`src/logic_term_lexer_core_defines.svh`:
```
// ---------------------------------------------------------------------------
// logic_term_lexer_core_defines
// assertion macros for the lexer core, empty when ASSERT_OFF is set
// ---------------------------------------------------------------------------
`ifndef LOGIC_TERM_LEXER_CORE_DEFINES_SVH
`define LOGIC_TERM_LEXER_CORE_DEFINES_SVH

`ifndef ASSERT_OFF
`define LTL_ASSERT_ALWAYS(lbl, prop, msg) \
  lbl: assert property (@(posedge clk) disable iff (rst) (prop)) else $error(msg);
`define LTL_ASSERT_IMPLY(lbl, pre, post, msg) \
  lbl: assert property (@(posedge clk) disable iff (rst) (pre) |-> (post)) else $error(msg);
`else
`define LTL_ASSERT_ALWAYS(lbl, prop, msg)
`define LTL_ASSERT_IMPLY(lbl, pre, post, msg)
`endif

`endif

```
`src/ltl_pkg.sv`:
```
// ---------------------------------------------------------------------------
// ltl_pkg
// shared types, constants and character classes of the lexer core
// ---------------------------------------------------------------------------
`timescale 1ns / 1ps
`default_nettype none

package ltl_pkg;

  localparam int MAX_IDENT_LEN = 127;
  localparam int LEN_W         = 7;
  localparam int QUEUE_DEPTH   = 4;

  localparam logic [7:0] CH_OPEN    = 8'h28;
  localparam logic [7:0] CH_CLOSE   = 8'h29;
  localparam logic [7:0] CH_COMMA   = 8'h2C;
  localparam logic [7:0] CH_PERIOD  = 8'h2E;
  localparam logic [7:0] CH_COLON   = 8'h3A;
  localparam logic [7:0] CH_DASH    = 8'h2D;
  localparam logic [7:0] CH_PERCENT = 8'h25;
  localparam logic [7:0] CH_NEWLINE = 8'h0A;
  localparam logic [7:0] CH_SPACE   = 8'h20;
  localparam logic [7:0] CH_TAB     = 8'h09;
  localparam logic [7:0] CH_CR      = 8'h0D;

  typedef enum logic [3:0] {
    K_OPEN   = 4'd0,
    K_CLOSE  = 4'd1,
    K_COMMA  = 4'd2,
    K_PERIOD = 4'd3,
    K_ARROW  = 4'd4,
    K_CONST  = 4'd5,
    K_VAR    = 4'd6,
    K_IDEND  = 4'd7,
    K_ERROR  = 4'd8,
    K_END    = 4'd9
  } kind_t;

  typedef struct packed {
    kind_t      kind;
    logic [7:0] ch;
    logic       first;
  } tok_t;

  typedef struct packed {
    tok_t tok0;
    tok_t tok1;
    logic two;
  } entry_t;

  typedef struct packed {
    logic   valid;
    entry_t entry;
  } qport_t;

  function automatic tok_t mk_tok(kind_t kind, logic [7:0] ch, logic first);
    tok_t t;
    t.kind  = kind;
    t.ch    = ch;
    t.first = first;
    return t;
  endfunction

  function automatic logic is_space(logic [7:0] c);
    return (c == CH_SPACE) || ((c >= CH_TAB) && (c <= CH_CR));
  endfunction

  function automatic logic is_upper(logic [7:0] c);
    return (c >= 8'h41) && (c <= 8'h5A);
  endfunction

  function automatic logic is_alnum(logic [7:0] c);
    return is_upper(c) || ((c >= 8'h61) && (c <= 8'h7A)) || ((c >= 8'h30) && (c <= 8'h39));
  endfunction

endpackage

`default_nettype wire

```
`src/ltl_if.sv`:
```
// ---------------------------------------------------------------------------
// ltl_if
// channel interfaces: source bytes, tokens and the configuration write
// ---------------------------------------------------------------------------
`timescale 1ns / 1ps
`default_nettype none

interface ltl_byte_if;
  logic       valid;
  logic       ready;
  logic [7:0] byte_req;
  logic       end_of_input;
  modport source (output valid, byte_req, end_of_input, input ready);
  modport sink   (input valid, byte_req, end_of_input, output ready);
endinterface

interface ltl_token_if;
  logic       valid;
  logic       ready;
  logic [3:0] token_kind;
  logic [7:0] lexeme_char;
  logic       first_char;
  logic       last;
  modport source (output valid, token_kind, lexeme_char, first_char, last, input ready);
  modport sink   (input valid, token_kind, lexeme_char, first_char, last, output ready);
endinterface

interface ltl_cfg_if;
  logic valid;
  logic ready;
  logic stop_at_period;
  modport source (output valid, stop_at_period, input ready);
  modport sink   (input valid, stop_at_period, output ready);
endinterface

`default_nettype wire

```
`src/ltl_front.sv`:
```
// ---------------------------------------------------------------------------
// ltl_front
// accepts bytes, runs the lexer state and pushes up to two tokens per item
// ---------------------------------------------------------------------------
`timescale 1ns / 1ps
`default_nettype none

module ltl_front
  import ltl_pkg::*;
(
  input  wire logic        clk,
  input  wire logic        rst,
  ltl_byte_if.sink         byte_in,
  ltl_cfg_if.sink          cfg,
  input  wire logic        q_full,
  output qport_t           push
);

  typedef enum logic [2:0] {
    M_IDLE    = 3'd0,
    M_IDENT   = 3'd1,
    M_COLON   = 3'd2,
    M_COMMENT = 3'd3,
    M_HALT    = 3'd4
  } mode_t;

  mode_t            mode, mode_next, idle_mode;
  logic [LEN_W-1:0] len, len_next, idle_len;
  logic             is_var, var_next, idle_var;
  logic             stop_at_period;
  logic             idle_emit;
  tok_t             idle_tok, t0, t1;
  logic [1:0]       cnt;
  logic [7:0]       c;
  logic             accept;

  assign c             = byte_in.byte_req;
  assign byte_in.ready = !q_full;
  assign accept        = byte_in.valid && byte_in.ready;
  assign cfg.ready     = 1'b1;

  // lexing of one byte from idle
  always_comb begin
    idle_emit = 1'b0;
    idle_tok  = mk_tok(K_OPEN, 8'h00, 1'b0);
    idle_mode = M_IDLE;
    idle_len  = len;
    idle_var  = is_var;
    priority if (is_space(c)) begin
    end else if (c == CH_OPEN) begin
      idle_emit = 1'b1;
    end else if (c == CH_CLOSE) begin
      idle_emit = 1'b1;
      idle_tok  = mk_tok(K_CLOSE, 8'h00, 1'b0);
    end else if (c == CH_COMMA) begin
      idle_emit = 1'b1;
      idle_tok  = mk_tok(K_COMMA, 8'h00, 1'b0);
    end else if (c == CH_PERIOD) begin
      idle_emit = 1'b1;
      idle_tok  = mk_tok(K_PERIOD, 8'h00, 1'b0);
      idle_mode = stop_at_period ? M_HALT : M_IDLE;
    end else if (c == CH_COLON) begin
      idle_mode = M_COLON;
    end else if (c == CH_PERCENT) begin
      idle_mode = M_COMMENT;
    end else if (is_alnum(c)) begin
      idle_emit = 1'b1;
      idle_var  = is_upper(c);
      idle_len  = LEN_W'(1);
      idle_mode = M_IDENT;
      idle_tok  = mk_tok(is_upper(c) ? K_VAR : K_CONST, c, 1'b1);
    end else begin
      idle_emit = 1'b1;
      idle_tok  = mk_tok(K_ERROR, 8'h00, 1'b0);
      idle_mode = M_HALT;
    end
  end

  always_comb begin
    t0        = mk_tok(K_OPEN, 8'h00, 1'b0);
    t1        = mk_tok(K_OPEN, 8'h00, 1'b0);
    cnt       = 2'd0;
    mode_next = mode;
    len_next  = len;
    var_next  = is_var;
    if (byte_in.end_of_input) begin
      mode_next = M_IDLE;
      len_next  = '0;
      var_next  = 1'b0;
      if (mode == M_IDENT || mode == M_COLON) begin
        t0  = mk_tok((mode == M_IDENT) ? K_IDEND : K_ERROR, 8'h00, 1'b0);
        t1  = mk_tok(K_END, 8'h00, 1'b0);
        cnt = 2'd2;
      end else begin
        t0  = mk_tok(K_END, 8'h00, 1'b0);
        cnt = 2'd1;
      end
    end else begin
      unique case (mode)
        M_HALT: begin
        end
        M_COMMENT: begin
          if (c == CH_NEWLINE) begin
            mode_next = M_IDLE;
          end
        end
        M_COLON: begin
          cnt = 2'd1;
          if (c == CH_DASH) begin
            mode_next = M_IDLE;
            t0        = mk_tok(K_ARROW, 8'h00, 1'b0);
          end else begin
            mode_next = M_HALT;
            t0        = mk_tok(K_ERROR, 8'h00, 1'b0);
          end
        end
        M_IDENT: begin
          if (is_alnum(c)) begin
            cnt = 2'd1;
            if (len >= LEN_W'(MAX_IDENT_LEN)) begin
              mode_next = M_HALT;
              t0        = mk_tok(K_ERROR, 8'h00, 1'b0);
            end else begin
              len_next = len + LEN_W'(1);
              t0       = mk_tok(is_var ? K_VAR : K_CONST, c, 1'b0);
            end
          end else begin
            // closing byte is lexed again from idle
            t0        = mk_tok(K_IDEND, 8'h00, 1'b0);
            t1        = idle_tok;
            cnt       = idle_emit ? 2'd2 : 2'd1;
            mode_next = idle_mode;
            len_next  = '0;
            var_next  = 1'b0;
          end
        end
        default: begin
          t0        = idle_tok;
          cnt       = {1'b0, idle_emit};
          mode_next = idle_mode;
          len_next  = idle_len;
          var_next  = idle_var;
        end
      endcase
    end
  end

  assign push.valid      = accept && (cnt != 2'd0);
  assign push.entry.tok0 = t0;
  assign push.entry.tok1 = t1;
  assign push.entry.two  = (cnt == 2'd2);

  always_ff @(posedge clk) begin
    if (rst) begin
      mode           <= M_IDLE;
      len            <= '0;
      is_var         <= 1'b0;
      stop_at_period <= 1'b0;
    end else begin
      if (accept) begin
        mode   <= mode_next;
        len    <= len_next;
        is_var <= var_next;
      end
      if (cfg.valid && cfg.ready) begin
        stop_at_period <= cfg.stop_at_period;
      end
    end
  end

endmodule

`default_nettype wire

```
`src/ltl_queue.sv`:
```
// ---------------------------------------------------------------------------
// ltl_queue
// short queue of token pairs between the front and the back
// ---------------------------------------------------------------------------
`timescale 1ns / 1ps
`default_nettype none

module ltl_queue
  import ltl_pkg::*;
#(
  parameter int DEPTH = QUEUE_DEPTH
) (
  input  wire logic clk,
  input  wire logic rst,
  input  qport_t    push,
  output logic      full,
  output qport_t    head,
  input  wire logic pop
);

  localparam int PW = $clog2(DEPTH);
  localparam int CW = $clog2(DEPTH + 1);

  entry_t        mem [DEPTH];
  logic [PW-1:0] wr_ptr, rd_ptr;
  logic [CW-1:0] count;
  logic          do_push, do_pop;

  assign full       = (count == CW'(DEPTH));
  assign head.valid = (count != '0);
  assign head.entry = mem[rd_ptr];
  assign do_push    = push.valid && !full;
  assign do_pop     = pop && head.valid;

  always_ff @(posedge clk) begin
    if (do_push) begin
      mem[wr_ptr] <= push.entry;
    end
  end

  always_ff @(posedge clk) begin
    if (rst) begin
      wr_ptr <= '0;
      rd_ptr <= '0;
      count  <= '0;
    end else begin
      if (do_push) begin
        wr_ptr <= (wr_ptr == PW'(DEPTH - 1)) ? '0 : wr_ptr + PW'(1);
      end
      if (do_pop) begin
        rd_ptr <= (rd_ptr == PW'(DEPTH - 1)) ? '0 : rd_ptr + PW'(1);
      end
      if (do_push && !do_pop) begin
        count <= count + CW'(1);
      end else if (do_pop && !do_push) begin
        count <= count - CW'(1);
      end
    end
  end

endmodule

`default_nettype wire

```
`src/ltl_back.sv`:
```
// ---------------------------------------------------------------------------
// ltl_back
// splits queued token pairs into single items behind an output register
// ---------------------------------------------------------------------------
`timescale 1ns / 1ps
`default_nettype none

module ltl_back
  import ltl_pkg::*;
(
  input  wire logic        clk,
  input  wire logic        rst,
  input  qport_t           head,
  output logic             pop,
  ltl_token_if.source      token_out
);

  logic out_valid;
  tok_t out_tok;
  logic out_last;
  logic second;
  logic advance;

  assign advance = !out_valid || token_out.ready;
  assign pop     = advance && head.valid && (!head.entry.two || second);

  assign token_out.valid       = out_valid;
  assign token_out.token_kind  = out_tok.kind;
  assign token_out.lexeme_char = out_tok.ch;
  assign token_out.first_char  = out_tok.first;
  assign token_out.last        = out_last;

  always_ff @(posedge clk) begin
    if (rst) begin
      out_valid <= 1'b0;
      second    <= 1'b0;
    end else if (advance) begin
      out_valid <= head.valid;
      if (head.valid) begin
        second <= head.entry.two && !second;
      end
    end
  end

  always_ff @(posedge clk) begin
    if (advance && head.valid) begin
      out_tok  <= second ? head.entry.tok1 : head.entry.tok0;
      out_last <= second || !head.entry.two;
    end
  end

endmodule

`default_nettype wire

```
`src/logic_term_lexer_core.sv`:
```
// ---------------------------------------------------------------------------
// logic_term_lexer_core
// streaming lexer for logic-program source text, one byte per item
// ---------------------------------------------------------------------------
//  channel     dir  payload                                      handshake
//  byte_in     in   byte_req, end_of_input                       valid/ready
//  token_out   out  token_kind, lexeme_char, first_char, last    valid/ready
//  cfg         in   stop_at_period                               valid/ready
//
//  one byte accepted per cycle while the queue has room; lexer state updates in that same cycle
//  items giving two tokens leave one token at a time, first then second, via the output register
//  token pairs wait in a QUEUE_DEPTH entry queue, byte_in stalls when it fills
//  synchronous reset clears lexer state, queue and output valid
//  tokens pass through a queue entry and then the output register, even at the earliest
// ---------------------------------------------------------------------------
`timescale 1ns / 1ps
`default_nettype none

`include "logic_term_lexer_core_defines.svh"

module logic_term_lexer_core
  import ltl_pkg::*;
#(
  parameter int QUEUE_DEPTH = ltl_pkg::QUEUE_DEPTH
) (
  input  wire logic   clk,
  input  wire logic   rst,
  ltl_byte_if.sink    byte_in,
  ltl_token_if.source token_out,
  ltl_cfg_if.sink     cfg
);

  qport_t push, head;
  logic   q_full, pop;

  ltl_front u_front (
    .clk     (clk),
    .rst     (rst),
    .byte_in (byte_in),
    .cfg     (cfg),
    .q_full  (q_full),
    .push    (push)
  );

  ltl_queue #(
    .DEPTH (QUEUE_DEPTH)
  ) u_queue (
    .clk  (clk),
    .rst  (rst),
    .push (push),
    .full (q_full),
    .head (head),
    .pop  (pop)
  );

  ltl_back u_back (
    .clk       (clk),
    .rst       (rst),
    .head      (head),
    .pop       (pop),
    .token_out (token_out)
  );

  `LTL_ASSERT_IMPLY(a_ready_when_room, !q_full, byte_in.ready, "byte_in stalled with queue room")
  `LTL_ASSERT_IMPLY(a_first_is_ident, token_out.valid && token_out.first_char, (token_out.token_kind == K_CONST) || (token_out.token_kind == K_VAR), "first_char on non identifier item")
  `LTL_ASSERT_IMPLY(a_end_is_last, token_out.valid && (token_out.token_kind == K_END), token_out.last, "stream end item without last")
  `LTL_ASSERT_ALWAYS(a_push_needs_room, !(push.valid && q_full), "token pushed into full queue")

endmodule

`default_nettype wire
```
`src/flat_wrapper.sv`:
```
// flat-port wrapper written by rule: the top's interface ports become plain ports
module logic_term_lexer_core_flat import ltl_pkg::*;
#(
  parameter int QUEUE_DEPTH = ltl_pkg::QUEUE_DEPTH
)
  (clk, rst, byte_in_valid, byte_in_byte_req, byte_in_end_of_input, byte_in_ready, token_out_valid, token_out_token_kind, token_out_lexeme_char, token_out_first_char, token_out_last, token_out_ready, cfg_valid, cfg_stop_at_period, cfg_ready);
  ltl_byte_if byte_in_i ();
  ltl_token_if token_out_i ();
  ltl_cfg_if cfg_i ();
  input  wire logic clk;
  input  wire logic rst;
  input wire logic [$bits(byte_in_i.valid)-1:0] byte_in_valid;
  input wire logic [$bits(byte_in_i.byte_req)-1:0] byte_in_byte_req;
  input wire logic [$bits(byte_in_i.end_of_input)-1:0] byte_in_end_of_input;
  output wire logic [$bits(byte_in_i.ready)-1:0] byte_in_ready;
  output wire logic [$bits(token_out_i.valid)-1:0] token_out_valid;
  output wire logic [$bits(token_out_i.token_kind)-1:0] token_out_token_kind;
  output wire logic [$bits(token_out_i.lexeme_char)-1:0] token_out_lexeme_char;
  output wire logic [$bits(token_out_i.first_char)-1:0] token_out_first_char;
  output wire logic [$bits(token_out_i.last)-1:0] token_out_last;
  input wire logic [$bits(token_out_i.ready)-1:0] token_out_ready;
  input wire logic [$bits(cfg_i.valid)-1:0] cfg_valid;
  input wire logic [$bits(cfg_i.stop_at_period)-1:0] cfg_stop_at_period;
  output wire logic [$bits(cfg_i.ready)-1:0] cfg_ready;
  assign byte_in_i.valid = byte_in_valid;
  assign byte_in_i.byte_req = byte_in_byte_req;
  assign byte_in_i.end_of_input = byte_in_end_of_input;
  assign byte_in_ready = byte_in_i.ready;
  assign token_out_valid = token_out_i.valid;
  assign token_out_token_kind = token_out_i.token_kind;
  assign token_out_lexeme_char = token_out_i.lexeme_char;
  assign token_out_first_char = token_out_i.first_char;
  assign token_out_last = token_out_i.last;
  assign token_out_i.ready = token_out_ready;
  assign cfg_i.valid = cfg_valid;
  assign cfg_i.stop_at_period = cfg_stop_at_period;
  assign cfg_ready = cfg_i.ready;
  logic_term_lexer_core #(.QUEUE_DEPTH(QUEUE_DEPTH)) u_core (.clk(clk), .rst(rst), .byte_in(byte_in_i), .token_out(token_out_i), .cfg(cfg_i));
endmodule
```
`config.mk`:
```
export PLATFORM = sky130hd
export DESIGN_NAME = logic_term_lexer_core_flat
export DESIGN_NICKNAME = d
export VERILOG_FILES = /design/src/ltl_pkg.sv /design/src/ltl_if.sv /design/src/ltl_front.sv /design/src/ltl_queue.sv /design/src/ltl_back.sv /design/src/logic_term_lexer_core.sv /design/src/flat_wrapper.sv
export VERILOG_INCLUDE_DIRS = /design/src /design/src/src
export SDC_FILE = /design/constraint.sdc
export NUM_CORES = 1
export LEC_CHECK = 0
export ABC_AREA = 1
export BUFFER_PORTS_ARGS = -buffer_cell sky130_fd_sc_hd__clkbuf_2
export CORE_AREA = 2 2 116 118
export CTS_BUF_LIST = sky130_fd_sc_hd__clkbuf_16
export CTS_CLUSTER_DIAMETER = 200
export DETAILED_ROUTE_END_ITERATION = 7
export DIE_AREA = 0 0 118 120
export GPL_TIMING_DRIVEN = 0
export PLACE_DENSITY_LB_ADDON = 0.3
export SYNTH_ARGS = -nofsm -noshare
export SYNTH_HDL_FRONTEND = slang
export SYNTH_SLANG_ARGS = --single-unit
```
`constraint.sdc`:
```
create_clock -name clk -period 10.99 [get_ports clk]
set_clock_uncertainty 0.15 [all_clocks]
set_input_delay 2.7475 -clock clk [delete_from_list [all_inputs] [get_ports clk]]
set_output_delay 2.7475 -clock clk [all_outputs]
set_load 0.01 [all_outputs]
```
* Yosys cells after proc, flatten, opt, wreduce, memory -nomap -nowiden
Memory sizes are Yosys's and may differ from the RTL's. A register that Yosys moved wholly into a read port is not among the register bits.
Cells that the tools add are included.
** Operators by class
- Add/sub/neg operators :: 5
- Multipliers :: 0
- Divide/modulo/power cells :: 0
- Magnitude comparators :: 9
- Equality and inequality tests :: 30
- Shift operators :: 0
- Muxes and demuxes :: 80
- Bitwise gates (word level) :: 0
- Reductions and logical operators :: 35
** Operator list (count)
- 13-bit 2-to-1 mux :: 18
- 7-bit 2-to-1 mux :: 11
- 8-bit by 6-bit equality test with 1-bit output (second input constant) :: 8
- 3-bit 2-to-1 mux :: 16
- 13-bit case mux with 3 select lines :: 1
- 11-bit AND reduction :: 2
- 3-bit by 2-bit != test with 1-bit output (second input constant) :: 7
- 2-bit 2-to-1 mux :: 10
- 1-bit 2-to-1 mux :: 19
- 8-bit by 7-bit >= comparator with 1-bit output (second input constant) :: 2
- 8-bit by 7-bit <= comparator with 1-bit output (second input constant) :: 2
- 7-bit case mux with 2 select lines :: 1
- 1-bit logical AND :: 13
- 3-bit case mux with 4 select lines :: 1
- 8-bit by 4-bit equality test with 1-bit output (second input constant) :: 1
- 8-bit by 4-bit >= comparator with 1-bit output (second input constant) :: 1
- 8-bit by 6-bit >= comparator with 1-bit output (second input constant) :: 1
- 8-bit by 4-bit <= comparator with 1-bit output (second input constant) :: 1
- 8-bit by 6-bit <= comparator with 1-bit output (second input constant) :: 1
- 7-bit by 1-bit adder with 7-bit output (second input constant) :: 1
- 7-bit >= comparator (second input constant) :: 1
- 2-bit equality test (second input constant) :: 3
- 3-bit by 2-bit equality test with 1-bit output (second input constant) :: 2
- 3-bit equality test (second input constant) :: 2
- 20 further kinds :: 34
** Storage, ports and cells
- Register bits :: 35
- Bits in latches :: 0
- Memory bits (writable) :: 108
- Bits in read-only memories :: 0
- Bits of input ports :: 15
- Output and inout bits :: 17
- Logic and storage cells :: 173
- Memories :: 1
** Memories
- u_core.u_queue.mem :: depth 4, bits a word 27, read ports 1, clocked after Yosys merged registers in 1, write ports 1, line ltl_queue.sv:24 : entry_t mem [DEPTH];

* Depth between registers and ports, before layout
- Depth in word-level cells :: 19
- Gate-level depth with buffers :: 20

* By module
From an unflattened synthesis, not the netlist that was laid out.
** Second synthesis, totals
- Cells, all modules :: 666
- Area, all modules :: 6734.0 µm²
** By module, submodules not included
- ltl_queue :: instances 1, cells an instance 331, area each 4560.6 µm², sequential area each 3423.3 µm²
- ltl_front :: instances 1, cells an instance 265, area each 1487.7 µm², sequential area each 240.2 µm²
- ltl_back :: instances 1, cells an instance 70, area each 685.7 µm², sequential area each 460.4 µm²

* Worst setup path after synthesis
Ideal clock, no wire load.
- Kind :: input -> register
- Start point :: input byte_in_byte_req[3]
- End point :: memory u_core.u_queue.mem[0][0] (netlist bit) (enable)
- Data arrival time :: 4.817 ns
- Required time :: 10.431 ns
- Slack :: 5.614 ns
- Stages on the path :: 10
- Cells stage by stage :: buf_2 > nor2_1 > nand3_1 > nand3_1 > nand2_4 > nor2_4 > nand3_1 > nand3_2 > nand2_2 > nor2_1
** Between the ends
- Word-level cells in the longest chain between the ends :: 17
- Elaborated cells between the ends (all ways) :: 38
- Those cells by class :: order compare: 8; eq/ne: 7; mux: 13; reduce/logical: 10
** RTL lines
- start, declared :: line flat_wrapper.sv:13 : input wire logic [$bits(byte_in_i.byte_req)-1:0] byte_in_byte_req;
- 8-bit by 6-bit equality test with 1-bit output :: line ltl_front.sv:64 : end else if (c == CH_PERCENT) begin
- 1-bit 2-to-1 mux :: line ltl_front.sv:64
- 1-bit 2-to-1 mux :: line ltl_front.sv:62 : end else if (c == CH_COLON) begin
- 1-bit 2-to-1 mux :: line ltl_front.sv:58 : end else if (c == CH_PERIOD) begin
- 1-bit 2-to-1 mux :: line ltl_front.sv:55 : end else if (c == CH_COMMA) begin
- 1-bit 2-to-1 mux :: line ltl_front.sv:52 : end else if (c == CH_CLOSE) begin
- 1-bit 2-to-1 mux :: line ltl_front.sv:50 : end else if (c == CH_OPEN) begin
- 1-bit 2-to-1 mux :: line ltl_front.sv:49 : priority if (is_space(c)) begin
- 2-bit 2-to-1 mux :: line ltl_front.sv:131 : cnt = idle_emit ? 2'd2 : 2'd1;
- 2-bit 2-to-1 mux :: line ltl_front.sv:118 : if (is_alnum(c)) begin
- 2-bit case mux with 3 select lines (*) :: line ltl_front.sv:99 : unique case (mode)
- 2-bit 2-to-1 mux (*) :: line ltl_front.sv:86 : if (byte_in.end_of_input) begin
- 2-bit nonzero test (*) :: line ltl_front.sv:148 : assign push.valid = accept && (cnt != 2'd0);
- 1-bit logical AND (*) :: line ltl_front.sv:148
- 1-bit logical AND (*) :: line ltl_queue.sv:32 : assign do_push = push.valid && !full;
- 1-bit 2-to-1 mux (*) :: line ltl_queue.sv:36 : if (do_push) begin
- 1-bit 2-to-1 mux (implied by the code) (*) :: line ltl_queue.sv:37 : mem[wr_ptr] <= push.entry;
- end, declared :: line ltl_queue.sv:24
Every way passes the cells marked *; elsewhere a longest branch is shown, timed or not.

* Final worst setup path
- Start point :: input byte_in_byte_req[2]
- End point :: register u_core.u_queue.count[2]
** Between the ends
- Word-level cells in the longest chain between the ends :: 18
- Elaborated cells between the ends (all ways) :: 41
- Those cells by class :: order compare: 8; eq/ne: 7; mux: 12; reduce/logical: 14
** RTL lines
- 8-bit by 6-bit equality test with 1-bit output :: line ltl_front.sv:64
- 1-bit 2-to-1 mux :: line ltl_front.sv:64
- 1-bit 2-to-1 mux :: line ltl_front.sv:62
- 1-bit 2-to-1 mux :: line ltl_front.sv:58
- 1-bit 2-to-1 mux :: line ltl_front.sv:55
- 1-bit 2-to-1 mux :: line ltl_front.sv:52
- 1-bit 2-to-1 mux :: line ltl_front.sv:50
- 1-bit 2-to-1 mux :: line ltl_front.sv:49
- [3 not listed]
- 2-bit 2-to-1 mux (*) :: line ltl_front.sv:86
- 2-bit nonzero test (*) :: line ltl_front.sv:148
- 1-bit logical AND (*) :: line ltl_front.sv:148
- 1-bit logical AND (*) :: line ltl_queue.sv:32
- via u_core.u_queue.do_push :: line ltl_queue.sv:27 : logic do_push, do_pop;
- 1-bit logical NOT :: line ltl_queue.sv:55 : end else if (do_pop && !do_push) begin
- 1-bit logical AND :: line ltl_queue.sv:55
- 2-bit nonzero test (no line)
- end signal, assigned :: line ltl_queue.sv:54 : count <= count + CW'(1);
- end signal, assigned :: line ltl_queue.sv:56 : count <= count - CW'(1);
- end, declared :: line ltl_queue.sv:26 : logic [CW-1:0] count;
The timed path passes the listed nets; every way through them passes the cells marked *.
A chain may end at the register's enable or synchronous reset.

==> run_results.csv <==
group,metric,value,unit
logic_synthesis,netlist-cell-type-count,37,
final_layout,drive_gt1_share,13.27,%
setup_path,crit_buf_inv,5,
placed_design,dpl.cell_count,875,
setup_path,r2r_cells,14,
placed_design,io_buffers,28,
sta,worstMarginPinSlew,0.9280,ns
global_route,grt_pass1_vias,4721,
detailed_routing,wl_per_cell,15.26,um
die,fp.dieW,118,um
flow_run,drv_cap,0,
global_route,antenna_found_initial,0,
global_route,grt_max_degree,27,
clock_tree,cts_root_buffer,"clkbuf_16",
clock_tree,clockBufferDepth,2,
detailed_routing,vias_per_cell,5.101,
sta,relSlewSlack,37.99,%
logic_synthesis,synth-async-reset-ratio,0,%
die,initial_utilization,48.74,%
sta,fin_ws,5.970,ns
logic_synthesis,syn_avg_cell_area,10.03,um^2
setup_path,critical_path.endpoint_type,"flop",
placed_design,dp_hpwl,9399,um
detailed_routing,vias,4627,
clock_tree,h-tree-depth,4,
clock_tree,cts_buffers,17,
setup_path,worstPathMaxFanout,6,
final_layout,syn2layout_area_growth,17.17,%
setup_path,critical_path.endpoint,"u_core.u_queue.count[2]$_SDFFE_PP0P_",
detailed_routing,finalWirelength,13840,um
setup_path,critical_path_class,"input pin to flop",
detailed_routing,drc_errors,0,
final_layout,fill_cells,1097,
pwr,p_leak,0.002915,uW
clock_tree,cts.repair.resized,0,
die,rows,42,
clock_tree,cts_setup_buffers,0,
setup_path,critPathTopFamily,"simple AND/OR/NAND/NOR gates",
sta,fin_crit,5.020,ns
logic_synthesis,yosys-top-cells-area,"edfxtp_1 56%, nor2_1 7.7%, dfxtp_1 7.3%",
final_layout,stdcell_count,907,
logic_synthesis,synth_top_area_share,56.01,%
clock_tree,clk_latency,0.42,ns
setup_path,max_stage_delay,0.37,ns
global_route,track_usage,20.88,%
worst_hold_path,hold_depth,2,
pwr,p_per_area,233.9,nW/um^2
logic_synthesis,yosysMostFrequentCell,"nor2_1",
sta,hold_viol_final,0,
die,design.core.area,12980,um^2
setup_path,start_kind,"input pin",
setup_path,r2r_slack,8.03,ns
clock_tree,cts_tree,"done",
detailed_routing,drt-pass1-iter-count,5,
sta,fin_crit_sh,45.68,%
clock_tree,clkTransAtPathRegs,0.05,ns
logic_synthesis,synth_largest_area_cell,"edfxtp_1",
final_layout,n_antenna_cell,0,
worst_hold_path,min_path_type,"flop to flop",
global_route,grt_pass1_wl,22630,um
setup_path,r2r-end,"u_core.u_queue.count[2]$_SDFFE_PP0P_",
setup_path,cp.required,11.14,ns
logic_synthesis,ys_warn_count,0,
detailed_routing,drtIter0Drc,365,
logic_synthesis,ys_ff_latch,141,
die,pin_count,32,
setup_path,worstPathCellList,"clkbuf_2, inv_1, nand2_1, nor2_1, nand2_1, nand2_2, inv_2, nand2_1, a21oi_1, nand3_2, nand2_2, inv_1, ha_1, inv_1, fa_1, a21oi_1, o21ai_0, o21ai_0, a21oi_1",
sta,max_freq,199.2,MHz
logic_synthesis,synthCells,631,
sta,fin_tns_setup,0,ns
pwr,irDropWorstVdd,0.09297,mV
setup_path,crit_start,"byte_in_byte_req[2]",
logic_synthesis,netlist_area,6326,um^2
final_layout,fin_area,7412,um^2
setup_path,path_depth,19,
setup_path,crit_arrival,5.17,ns
sta,slew_violations,0,
logic_synthesis,synth_edf_count,118,
logic_synthesis,synth_ff_type,"edfxtp_1",
setup_path,critPathSlowestCell,"fa_1",
final_layout,final_nets,741,
logic_synthesis,ys_seq_area_share,63.29,%
run_status,status,"completed",
placed_design,place_area,6880,um^2
placed_design,pre_cts_slack,5.545,ns
clock_tree,cts.sinks,141,
placed_design,place_congestion,0.8783,
sta,setup_viol,0,
detailed_routing,antenna_left,0,
clock_tree,cts-hold-fix-buffers,0,
global_route,grt.overflow.total,0,
sta,whs,0.2933,ns
setup_path,rr_startpoint,"u_core.u_front.mode[2]$_SDFFE_PP0P_",
die,dieHeight,120,um
logic_synthesis,synth_common_cells,"130 x nor2_1, 118 x edfxtp_1, 77 x nand2_1",
die,dieArea,14160,um^2
sta,rsz0062_at_grt,"no",
worst register-to-register path: stages, from the launching register on:
cell and delay, ns:
dfxtp_1 0.37, nor3_4 0.40, inv_2 0.16, nor2_4 0.18
nand3_1 0.13, nand3_2 0.14, nand2_2 0.16, inv_1 0.10
ha_1 0.14, inv_1 0.06, fa_1 0.37, a21oi_1 0.14
o21ai_0 0.12, o21ai_0 0.17, a21oi_1 0.06
area by class of cell:
class	count	area, um^2	area share [%]
flip-flops and latches	141	4004	54.02
multi-input cells	447	2180	29.41
clock buffers	19	475.5	6.415
well taps	176	220.2	2.971
inverters	57	216.5	2.920
repair buffers	29	151.4	2.043
plain buffers	25	108.9	1.469
clock inverters	13	56.30	0.7596
cells by family after synthesis:
logic type,Yosys count,synth area share [%]
AND/OR/NAND/NOR,269,18.51
flip-flops,141,63.29
AO/OA/AOI/OAI,127,10.96
buffers and inverters,82,5.142
adder cells (fa/ha/maj),8,1.701
XOR/XNOR,2,0.2769
other,2,0.1187
registers in the layout, summed over array words and instances, names as in the netlist, 2 cells and up, named ones only:
signal,count
u_core.u_back.token_out.token_kind,4
u_core.u_queue.rd_ptr,2
u_core.u_back.token_out.lexeme_char,8
u_core.u_front.mode,3
u_core.u_queue.count,3
u_core.u_queue.wr_ptr,2
u_core.u_queue.mem,104
u_core.u_front.len,7
placed cells by master (no fill, tap or decap), types with 13 or more instances in the layout:
cell type,netlist,final
o21ai_0,67,67
clkbuf_2,0,28
edfxtp_1,118,118
a31oi_1,14,13
dfxtp_1,23,23
conb_1,2,41
o22ai_1,14,14
inv_1,45,50
a21oi_1,21,21
nand3_1,30,30
nand2_1,77,77
nor2_1,130,126
clkbuf_1,20,20
clkbuf_16,0,19
per-stage QoR:
| stage | util [%] | power (uW) |
|---|---|---|
| floorplan | - | 1054 |
| global placement | 52.64 | 1209 |
| detailed placement | 53.01 | 1235 |
| CTS | 57.10 | 1745 |
| global route | 57.10 | 1832 |
| finish | 57.10 | 1734 |
how the worst min path moves through the flow:
| stage | startpoint | endpoint | slack, ns |
|---|---|---|---|
| 3_3_place_gp | u_core.u_front.len[6]$_SDFFE_PP0P_ | u_core.u_front.len[6]$_SDFFE_PP0P_ | 0.28 |
| 4_1_cts | u_core.u_front.len[6]$_SDFFE_PP0P_ | u_core.u_front.len[6]$_SDFFE_PP0P_ | 0.29 |
| 5_1_grt | u_core.u_front.len[6]$_SDFFE_PP0P_ | u_core.u_front.len[6]$_SDFFE_PP0P_ | 0.31 |
| 6_report | u_core.u_front.len[6]$_SDFFE_PP0P_ | u_core.u_front.len[6]$_SDFFE_PP0P_ | 0.29 |
| 3_5_place_dp | u_core.u_front.len[6]$_SDFFE_PP0P_ | u_core.u_front.len[6]$_SDFFE_PP0P_ | 0.29 |
| 2_1_floorplan | u_core.u_front.len[6]$_SDFFE_PP0P_ | u_core.u_front.len[6]$_SDFFE_PP0P_ | 0.27 |
where the power goes:
| part | internal (uW) | switching (uW) |
|---|---|---|
| combinational | 154 | 351 |
| sequential | 694 | 29.0 |
| clock | 306 | 200 |
per-layer routing:
| layer | vias up | track usage (%) | share of wire, % |
|---|---|---|---|
| met3 | 29 | 4.563 | 5.6 |
| met2 | 145 | 36.01 | 50 |
| met4 | 0 | 10.47 | 2.3 |
| met5 | - | 0 | 0 |
| li1 | 2308 | - | - |
| met1 | 2145 | 24.72 | 42 |
No activity file was read; power rests on OpenSTA's default activity.
